--- src/rtl/core/ctir_pkg.sv ---
// Package: constants, microcode word layout and control program of the interference remover.
package ctir_pkg;

   localparam int TAPS        = 64;
   localparam int STRIDE      = 8;
   localparam int STORE_DEPTH = STRIDE * (TAPS - 1) + 1;

   localparam int DATA_W      = 8;
   localparam int ADDR_W      = $clog2(STORE_DEPTH + 1);
   localparam int CNT_W       = $clog2(TAPS);
   localparam int SUM_W       = $clog2(TAPS * 255 + 1);
   localparam int STRIDE_STEP = STRIDE % STORE_DEPTH;

   localparam logic [DATA_W-1:0] OFFSET_RESET = DATA_W'(102);

   typedef enum logic [2:0] {
      STEP_CLEAR,
      STEP_IDLE,
      STEP_READ_FIRST,
      STEP_READ_LOOP,
      STEP_ACC_LAST,
      STEP_WAIT_OUT,
      STEP_FINISH
   } step_type;

   typedef enum logic [2:0] {
      COND_NEXT,
      COND_ALWAYS,
      COND_CLEAR_BUSY,
      COND_NO_ACCEPT,
      COND_TAPS_LEFT,
      COND_OUT_BUSY
   } cond_type;

   typedef enum logic [1:0] {
      POS_HOLD,
      POS_INC,
      POS_STRIDE,
      POS_LOAD_WP
   } pos_op_type;

   typedef struct packed {
      logic       take;
      logic       clr_wr;
      logic       rd;
      logic       acc;
      logic       emit;
      pos_op_type pos_op;
      cond_type   cond;
      step_type   target;
   } ucode_type;

   typedef struct packed {
      logic clear_last;
      logic accept;
      logic tap_last;
      logic out_busy;
   } flags_type;

   function automatic ucode_type ucode_rom(input step_type step);
      ucode_type w;
      w = '{take: 1'b0, clr_wr: 1'b0, rd: 1'b0, acc: 1'b0, emit: 1'b0,
            pos_op: POS_HOLD, cond: COND_ALWAYS, target: STEP_IDLE};
      unique case (step)
         STEP_CLEAR: begin
            w.clr_wr = 1'b1;
            w.pos_op = POS_INC;
            w.cond   = COND_CLEAR_BUSY;
            w.target = STEP_CLEAR;
         end
         STEP_IDLE: begin
            w.take   = 1'b1;
            w.pos_op = POS_LOAD_WP;
            w.cond   = COND_NO_ACCEPT;
            w.target = STEP_IDLE;
         end
         STEP_READ_FIRST: begin
            w.rd     = 1'b1;
            w.pos_op = POS_STRIDE;
            w.cond   = COND_NEXT;
         end
         STEP_READ_LOOP: begin
            w.rd     = 1'b1;
            w.acc    = 1'b1;
            w.pos_op = POS_STRIDE;
            w.cond   = COND_TAPS_LEFT;
            w.target = STEP_READ_LOOP;
         end
         STEP_ACC_LAST: begin
            w.acc  = 1'b1;
            w.cond = COND_NEXT;
         end
         STEP_WAIT_OUT: begin
            w.cond   = COND_OUT_BUSY;
            w.target = STEP_WAIT_OUT;
         end
         STEP_FINISH: begin
            w.emit   = 1'b1;
            w.cond   = COND_ALWAYS;
            w.target = STEP_IDLE;
         end
         default: begin
            w.cond   = COND_ALWAYS;
            w.target = STEP_IDLE;
         end
      endcase
      return w;
   endfunction

endpackage

--- src/rtl/core/ctir_ram.sv ---
// Generic single-write, single-read RAM with registered read data.
module ctir_ram #(
   parameter int WIDTH = 8,
   parameter int DEPTH = 16
) (
   input  logic                     clock,
   input  logic                     wr_en,
   input  logic [$clog2(DEPTH)-1:0] wr_addr,
   input  logic [WIDTH-1:0]         wr_data,
   input  logic                     rd_en,
   input  logic [$clog2(DEPTH)-1:0] rd_addr,
   output logic [WIDTH-1:0]         rd_data
);

   logic [WIDTH-1:0] mem_ff [DEPTH];
   logic [WIDTH-1:0] rd_data_ff;

   always_ff @(posedge clock) begin
      if (wr_en) begin
         mem_ff[wr_addr] <= wr_data;
      end
      if (rd_en) begin
         rd_data_ff <= mem_ff[rd_addr];
      end
   end

   assign rd_data = rd_data_ff;

endmodule

--- src/rtl/core/ctir_useq.sv ---
// Microcode sequencer: step counter, control store and conditional jumps.
module ctir_useq (
   input  logic                clock,
   input  logic                reset,
   input  ctir_pkg::flags_type flags,
   output ctir_pkg::ucode_type ucode
);

   ctir_pkg::step_type pc_ff;
   ctir_pkg::step_type pc_in;
   logic               jump;

   always_comb begin
      jump = 1'b0;
      case (ucode.cond)
         ctir_pkg::COND_NEXT:       jump = 1'b0;
         ctir_pkg::COND_ALWAYS:     jump = 1'b1;
         ctir_pkg::COND_CLEAR_BUSY: jump = !flags.clear_last;
         ctir_pkg::COND_NO_ACCEPT:  jump = !flags.accept;
         ctir_pkg::COND_TAPS_LEFT:  jump = !flags.tap_last;
         ctir_pkg::COND_OUT_BUSY:   jump = flags.out_busy;
         default:                   jump = 1'b1;
      endcase
      pc_in = jump ? ucode.target : ctir_pkg::step_type'(pc_ff + 3'd1);
   end

   always_comb begin
      ucode = ctir_pkg::ucode_rom(pc_ff);
   end

   always_ff @(posedge clock) begin
      if (reset) begin
         pc_ff <= ctir_pkg::STEP_CLEAR;
      end else begin
         pc_ff <= pc_in;
      end
   end

endmodule

--- src/rtl/core/ctir_datapath.sv ---
// Datapath: store addressing, tap accumulator, offset register and result register.
module ctir_datapath (
   input  logic                          clock,
   input  logic                          reset,
   input  ctir_pkg::ucode_type           ucode,
   output ctir_pkg::flags_type           flags,
   input  logic                          req_valid,
   output logic                          req_ready,
   input  logic [ctir_pkg::DATA_W-1:0]   req_sample,
   output logic                          rsp_valid,
   input  logic                          rsp_ready,
   output logic [ctir_pkg::DATA_W-1:0]   rsp_cleaned,
   input  logic                          csr_wr_en,
   input  logic [ctir_pkg::DATA_W-1:0]   csr_wr_data
);

   localparam int ADDR_W = ctir_pkg::ADDR_W;
   localparam int RAM_AW = $clog2(ctir_pkg::STORE_DEPTH);

   logic [ADDR_W-1:0]            pos_ff, pos_in;
   logic [ADDR_W-1:0]            wp_ff, wp_in;
   logic [ctir_pkg::CNT_W-1:0]   cnt_ff, cnt_in;
   logic [ctir_pkg::SUM_W-1:0]   sum_ff, sum_in;
   logic [ctir_pkg::DATA_W-1:0]  smp_ff, smp_in;
   logic [ctir_pkg::DATA_W-1:0]  offset_ff, offset_in;
   logic                         rsp_valid_ff, rsp_valid_in;
   logic [ctir_pkg::DATA_W-1:0]  rsp_cleaned_ff, rsp_cleaned_in;

   logic                         accept;
   logic [ADDR_W:0]              pos_step;
   logic [ctir_pkg::SUM_W-1:0]   mean_full;
   logic [ctir_pkg::DATA_W-1:0]  mean;
   logic                         ram_we;
   logic [RAM_AW-1:0]            ram_waddr;
   logic [ctir_pkg::DATA_W-1:0]  ram_wdata;
   logic [ctir_pkg::DATA_W-1:0]  ram_rdata;

   assign req_ready = ucode.take;
   assign accept    = req_valid & ucode.take;

   assign flags = '{clear_last: (pos_ff == ADDR_W'(ctir_pkg::STORE_DEPTH - 1)),
                    accept:     accept,
                    tap_last:   (cnt_ff == ctir_pkg::CNT_W'(ctir_pkg::TAPS - 1)),
                    out_busy:   rsp_valid_ff & ~rsp_ready};

   assign ram_we    = ucode.clr_wr | accept;
   assign ram_waddr = ucode.clr_wr ? pos_ff[RAM_AW-1:0] : wp_ff[RAM_AW-1:0];
   assign ram_wdata = ucode.clr_wr ? '0 : req_sample;

   ctir_ram #(
      .WIDTH (ctir_pkg::DATA_W),
      .DEPTH (ctir_pkg::STORE_DEPTH)
   ) u_store (
      .clock   (clock),
      .wr_en   (ram_we),
      .wr_addr (ram_waddr),
      .wr_data (ram_wdata),
      .rd_en   (ucode.rd),
      .rd_addr (pos_ff[RAM_AW-1:0]),
      .rd_data (ram_rdata)
   );

   assign pos_step  = {1'b0, pos_ff} + (ADDR_W + 1)'(ctir_pkg::STRIDE_STEP);
   assign mean_full = sum_ff / ctir_pkg::SUM_W'(ctir_pkg::TAPS);
   assign mean      = mean_full[ctir_pkg::DATA_W-1:0];

   always_comb begin
      pos_in = pos_ff;
      case (ucode.pos_op)
         ctir_pkg::POS_HOLD:    pos_in = pos_ff;
         ctir_pkg::POS_INC:     pos_in = pos_ff + ADDR_W'(1);
         ctir_pkg::POS_STRIDE: begin
            if (pos_step >= (ADDR_W + 1)'(ctir_pkg::STORE_DEPTH)) begin
               pos_in = ADDR_W'(pos_step - (ADDR_W + 1)'(ctir_pkg::STORE_DEPTH));
            end else begin
               pos_in = pos_step[ADDR_W-1:0];
            end
         end
         ctir_pkg::POS_LOAD_WP: pos_in = accept ? wp_ff : pos_ff;
         default:               pos_in = pos_ff;
      endcase

      cnt_in = cnt_ff;
      if (accept) begin
         cnt_in = '0;
      end else if (ucode.rd) begin
         cnt_in = cnt_ff + ctir_pkg::CNT_W'(1);
      end

      sum_in = sum_ff;
      if (accept) begin
         sum_in = '0;
      end else if (ucode.acc) begin
         sum_in = sum_ff + ctir_pkg::SUM_W'(ram_rdata);
      end

      smp_in = accept ? req_sample : smp_ff;

      wp_in = wp_ff;
      if (ucode.emit) begin
         wp_in = (wp_ff == ADDR_W'(ctir_pkg::STORE_DEPTH - 1)) ? '0 : wp_ff + ADDR_W'(1);
      end

      offset_in = csr_wr_en ? csr_wr_data : offset_ff;

      rsp_valid_in   = rsp_valid_ff;
      rsp_cleaned_in = rsp_cleaned_ff;
      if (ucode.emit) begin
         rsp_valid_in   = 1'b1;
         rsp_cleaned_in = smp_ff - mean + offset_ff;
      end else if (rsp_ready) begin
         rsp_valid_in = 1'b0;
      end
   end

   always_ff @(posedge clock) begin
      if (reset) begin
         pos_ff       <= '0;
         wp_ff        <= '0;
         offset_ff    <= ctir_pkg::OFFSET_RESET;
         rsp_valid_ff <= 1'b0;
      end else begin
         pos_ff       <= pos_in;
         wp_ff        <= wp_in;
         offset_ff    <= offset_in;
         rsp_valid_ff <= rsp_valid_in;
      end
   end

   always_ff @(posedge clock) begin
      cnt_ff         <= cnt_in;
      sum_ff         <= sum_in;
      smp_ff         <= smp_in;
      rsp_cleaned_ff <= rsp_cleaned_in;
   end

   assign rsp_valid   = rsp_valid_ff;
   assign rsp_cleaned = rsp_cleaned_ff;

endmodule

--- src/rtl/core/coherent_template_interference_removal_top.sv ---
// Top level of the coherent template interference remover.
// One store read per tap on one RAM port; a new request is taken only after the previous result is emitted.
// A finished result waits in the output register; the next request is taken meanwhile.
// Reset: synchronous, active high; offset returns to 102 and the store is then cleared
// over all STORE_DEPTH (505) entries before the first request is taken.
module coherent_template_interference_removal_top (
   input  logic                        clock,
   input  logic                        reset,
   input  logic                        req_valid,
   output logic                        req_ready,
   input  logic [ctir_pkg::DATA_W-1:0] req_sample,
   output logic                        rsp_valid,
   input  logic                        rsp_ready,
   output logic [ctir_pkg::DATA_W-1:0] rsp_cleaned,
   input  logic                        csr_wr_en,
   input  logic [ctir_pkg::DATA_W-1:0] csr_wr_data
);

   ctir_pkg::ucode_type ucode;
   ctir_pkg::flags_type flags;

   ctir_useq u_useq (
      .clock (clock),
      .reset (reset),
      .flags (flags),
      .ucode (ucode)
   );

   ctir_datapath u_datapath (
      .clock       (clock),
      .reset       (reset),
      .ucode       (ucode),
      .flags       (flags),
      .req_valid   (req_valid),
      .req_ready   (req_ready),
      .req_sample  (req_sample),
      .rsp_valid   (rsp_valid),
      .rsp_ready   (rsp_ready),
      .rsp_cleaned (rsp_cleaned),
      .csr_wr_en   (csr_wr_en),
      .csr_wr_data (csr_wr_data)
   );

endmodule

--- config.mk ---
export PLATFORM = sky130hd
export DESIGN_NAME = coherent_template_interference_removal_top
export DESIGN_NICKNAME = d
export VERILOG_FILES = /design/src/rtl/core/ctir_pkg.sv /design/src/rtl/core/ctir_ram.sv /design/src/rtl/core/ctir_useq.sv /design/src/rtl/core/ctir_datapath.sv /design/src/rtl/core/coherent_template_interference_removal_top.sv
export SDC_FILE = /design/constraint.sdc
export NUM_CORES = 2
export LEC_CHECK = 0
export BUFFER_PORTS_ARGS = -buffer_cell sky130_fd_sc_hd__buf_2
export CAP_MARGIN = 15
export CORE_MARGIN = 8
export CORE_UTILIZATION = 55
export DETAILED_ROUTE_END_ITERATION = 12
export PLACE_DENSITY = 0.75
export RECOVER_POWER = 25
export SLEW_MARGIN = 40
export SYNTH_ARGS = -nofsm -noshare
export SYNTH_HDL_FRONTEND = slang
export SYNTH_HIERARCHICAL = 1
export SYNTH_SLANG_ARGS = --single-unit
--- constraint.sdc ---
create_clock -name clock -period 52.3 [get_ports clock]
set_input_delay 10.46 -clock clock [delete_from_list [all_inputs] [get_ports clock]]
set_output_delay 10.46 -clock clock [all_outputs]
set_load 0.05 [all_outputs]
Word level (Yosys, flattened, before mapping)
Memory sizes are Yosys's and may differ from the RTL's. A register that Yosys moved wholly into a read port is not among the register bits.
Cells that the tools add are included.
- memory bits (read-only): 0
- register bits after elaboration: 66
- bits of input ports: 21
- output and inout port bits: 10
- latch bits: 0
- memories kept: 1
- RAM bits: 4040
- divide/modulo/power cells: 0
- $lt $le $gt $ge: 1
- shifts and indexed selects: 0
- equality and inequality tests: 17
- bitwise logic cells: 5
- multipliers: 0
- mux-type cells: 20
- add/subtract/negate cells: 9
- reduce and logical (&&, ||, !) cells: 11
- memory list (name ; words ; bits a word ; read ports ; clocked after memory_dff ; write ports ; RTL line ; source):
    u_datapath.u_store.mem_ff ; 505 ; 8 ; 1 ; 1 ; 1 ; ctir_ram.sv:15 ; logic [WIDTH-1:0] mem_ff [DEPTH];
- operator list (operator ; count):
    9-bit 2-to-1 mux ; 4
    9-bit case mux with 3 select lines ; 1
    9-bit by 1-bit adder with 9-bit output (second input constant) ; 2
    9-bit == test (second input constant) ; 2
    3-bit == test (second input constant) ; 5
    3-bit case mux with 5 select lines ; 1
    14-bit by 8-bit adder with 14-bit output ; 1
    3-bit by 2-bit == test with 1-bit output (second input constant) ; 4
    9-bit by 4-bit adder with 10-bit output (second input constant) ; 1
    10-bit by 9-bit greater-or-equal comparator with 1-bit output (second input constant) ; 1
    1-bit 2-to-1 mux ; 9
    3-bit case mux with 3 select lines ; 1
    9-bit subtractor (second input constant) ; 1
    8-bit adder ; 1
    8-bit 2-to-1 mux ; 1
    8-bit subtractor ; 1
    6-bit by 1-bit adder with 6-bit output (second input constant) ; 1
    6-bit == test (second input constant) ; 1
    3-bit zero test ; 2
    2-bit case mux with 3 select lines ; 1
    2-bit OR reduction ; 3
    1-bit case mux with 5 select lines ; 1
    2-bit == test (second input constant) ; 2
    3-bit by 1-bit adder with 3-bit output (second input constant) ; 1
    other kinds (11) ; 15

Longest topological paths before layout
- depth in word-level cells: 6
- depth in mapped cells: 15

Cells and area by module
The synthesis kept the hierarchy.
- modules (own cells, without submodules) (module ; seq. area each (um^2) ; times used ; cells an instance ; area an instance (um^2)):
    ctir_ram ; 121556.6 ; 1 ; 7163 ; 157174.5
    ctir_datapath ; 1421.4 ; 1 ; 463 ; 4045.1
    ctir_useq ; 60.1 ; 1 ; 62 ; 460.4

Worst setup path before layout
Ideal clock, no wire load.
- kind: input to register
- start: input req_sample[2] (netlist bit)
- end: memory u_datapath.u_store.mem_ff[0][2], data pin
- cell stages on the path: 1
- slack: 27.141 ns
- required time: 49.644 ns
- path buffers: 0
- arrival time: 22.503 ns
- path through: nor2b_1
- word-level cells in the longest chain between the ends: 1
- RTL lines (what ; RTL line ; source):
    start: declaration ; coherent_template_interference_removal_top.sv:11 ; input logic [ctir_pkg::DATA_W-1:0] req_sample,
    8-bit 2-to-1 mux ; ctir_datapath.sv:48 ; assign ram_wdata = ucode.clr_wr ? '0 : req_sample;
    end: declaration ; ctir_ram.sv:15 ;
Every way passes these cells.

==> flow_summary.yaml <==
min_path:
  min_from: "u_datapath/sum_ff[1]"
  whs_endpoint: "u_datapath/sum_ff[1]"
  holdPathStages: 2
  hold_path.class: "reg2reg"
logic_synthesis:
  syn_area_per_cell_um2: 21.0
  syn-num-nets: 7743
  syn_inst: 7684
  yosysWarnings: 6
  syn_area_um2: 162000
routing:
  drtIter0Drc: 14300
  routedWlPerCell_um: 36.6
  drt_drc_violations_left: 0
  first_pass_iters: 7
  routed_wl_um: 442000
  ant_nets: 0
  vias_per_cell: 6.95
  num_vias: 83900
timing:
  setup_viol: 0
  post-route-period-util_pct: 41.2
  setup_tns_ps: 0
  setup_slack_ps: 30770
  rsz0062_at_grt: "false"
  min_period_ps: 21530
  slew_viol_final: 2448
  fmax_mhz: 46.4
  maxSlewHeadroom_pct: -442
  worst_pin_slew_ps: 8130
  fin_worst_skew_ps: 62.4
  hold_viol: 0
pwr:
  peakVddDrop_uv: 26.7
  p_per_area_nw_per_um2: 38.0
  power.leakage_nw: 55.8
placement:
  hpwl_um: 259000
  port_buffers: 30
  gp_congestion: 0.900
  dp_slack_ps: 37910
clocking:
  ctsHoldBuffers: 0
  clock_tree.root_cell: "clkbuf_16"
  cts_buffers: 390
  htree_levels: 5
  cts_resized: 0
  postCtsSetupRepairBufs: 0
  path_clk_slew_ps: 70
  cts_tree: "done"
  worstSkewPairLatency_ps: 940
  clock_path_buffers: 4
  cts_sinks: 4114
global_routing:
  first_global_vias: 82200
  antenna_found_initial: 22
  grt_max_degree: 152
  grt_pass1_wl_um: 627000
  grt_use_total_pct: 28.1
  grt-ovfl-total: 0
setup_path:
  worst-path-max-fanout: 73
  reg2reg_depth: 17
  worstPathRequired_ps: 52900
  crit_path_top_delay_cell: "clkbuf_1"
  rrSetupSlack_ps: 30770
  cpPeakStageDelay_ps: 4130
  r2r-end: "u_datapath/u_store/rd_data[2]"
  critPathCaptureType: "flip-flop"
  crit_path_frequent_cell: "clkbuf_1"
  crit_path_start_kind: "flip-flop"
  timing.rr.start: "u_datapath/pos_ff[0]"
  crit_chain: "clkbuf_1, clkbuf_1, clkbuf_1, clkbuf_1, clkbuf_1, buf_12, clkbuf_1, buf_12, clkbuf_1, mux4_2, mux4_2, o22ai_1, o31ai_1, o31ai_1, nor3_2, a21oi_1, o21ai_1"
  worstSetupPathType: "reg2reg"
  arrival_ps: 22130
die:
  initial_core_util_pct: 55.2
  die_w_um: 558
  rows: 199
  die_area_um2: 312000
  die_y_um: 558
  core_area_um2: 293000
  ios: 31
final_layout:
  fin_nets: 7890
  areaGrowthSynthToFinish_pct: 10.7
  final_layout_size_suffix_gt1_share_pct: 23.5
flow_run:
  cap_violations: 36
status:
  violations: "capacitance limit, slew limit"
  outcome: "finished with violations"
through the flow:
step           total power (W)  cell area [um2]  cells  util, %  hold WS, ps
2_1_floorplan          0.00386           162000   7684        -          458
3_3_place_gp           0.00395           166000  11300     56.6          469
3_5_place_dp           0.00396           166000  11300     56.7          502
4_1_cts                0.00680           179000  12100     61.1          517
5_1_grt                0.00694           179000  12100     61.0          541
6_report               0.00679           179000  12100     61.1          513
worst max path at each step:
stage	startpoint	to	slack, ps	depth (start not counted)
floorplan	req_sample[2]	u_datapath/u_store/mem_ff[0][2]	27140	1
global placement	req_valid	u_datapath/u_store/mem_ff[33][0]	38090	7
detailed placement	req_valid	u_datapath/u_store/mem_ff[17][7]	37910	7
CTS	req_valid	u_datapath/u_store/mem_ff[401][1]	38850	7
global route	u_datapath/pos_ff[0]	u_datapath/u_store/rd_data[3]	28540	17
finish	u_datapath/pos_ff[0]	u_datapath/u_store/rd_data[2]	30770	17
layout make-up:
cell class                 count  area [um2]
antenna                       11        27.5
fill                       19300      114000
clock buffer                 464       10300
tap                         3919        4900
multi-input combinational   3052       36000
sequential                  4114      123000
timing repair buffer         209        1640
clock inverter               248        2770
inverter                      64         251
state kept, by name (all words and copies together), names as in the netlist:
name / flops
u_useq/pc_ff: 3
u_datapath/rsp_valid: 1
u_datapath/rsp_cleaned: 8
u_datapath/cnt_ff: 6
u_datapath/smp_ff: 8
u_datapath/offset_ff: 8
u_datapath/pos_ff: 9
u_datapath/wp_ff: 9
u_datapath/sum_ff: 14
u_datapath/u_store/mem_ff: 4040
u_datapath/u_store/rd_data: 8
report_power, final:
group / switching, W / internal, W / total, W
clock network: 0.00124 / 0.00166 / 0.00289
registers: 0.00000381 / 0.00357 / 0.00357
logic: 0.000187 / 0.000141 / 0.000327
cell usage in the layout (no fill, tap or decap), types with 59 or more instances in the layout:
master and count:
buf_4 99, o21ai_0 72, clkbuf_16 399, o22ai_1 63
clkinv_1 59, a21oi_1 100, edfxtp_1 4064, nor2_1 610
clkinv_2 65, o221ai_1 93, nand2_1 185, clkbuf_1 111
inv_1 59, mux4_2 1038, mux2i_1 268
routing by layer:
metal	share of wire (%)	wire, um	track usage (%)	vias up
li1	-	-	-	32200
met1	34	151000	38.3	43000
met2	46	201000	42.3	7446
met3	15	64400	8.24	1235
met4	5.8	25500	13.4	10
met5	0.016	71	0	-
critical path: cells and delay by family, from the launching register on:
family	cells	cell delay [ps]
flip-flops	1	1360
AO/OA/AOI/OAI	5	1730
multiplexers	2	1540
buffers and inverters	9	16160
AND/OR/NAND/NOR	1	210
(Power assumes the default switching activity.)
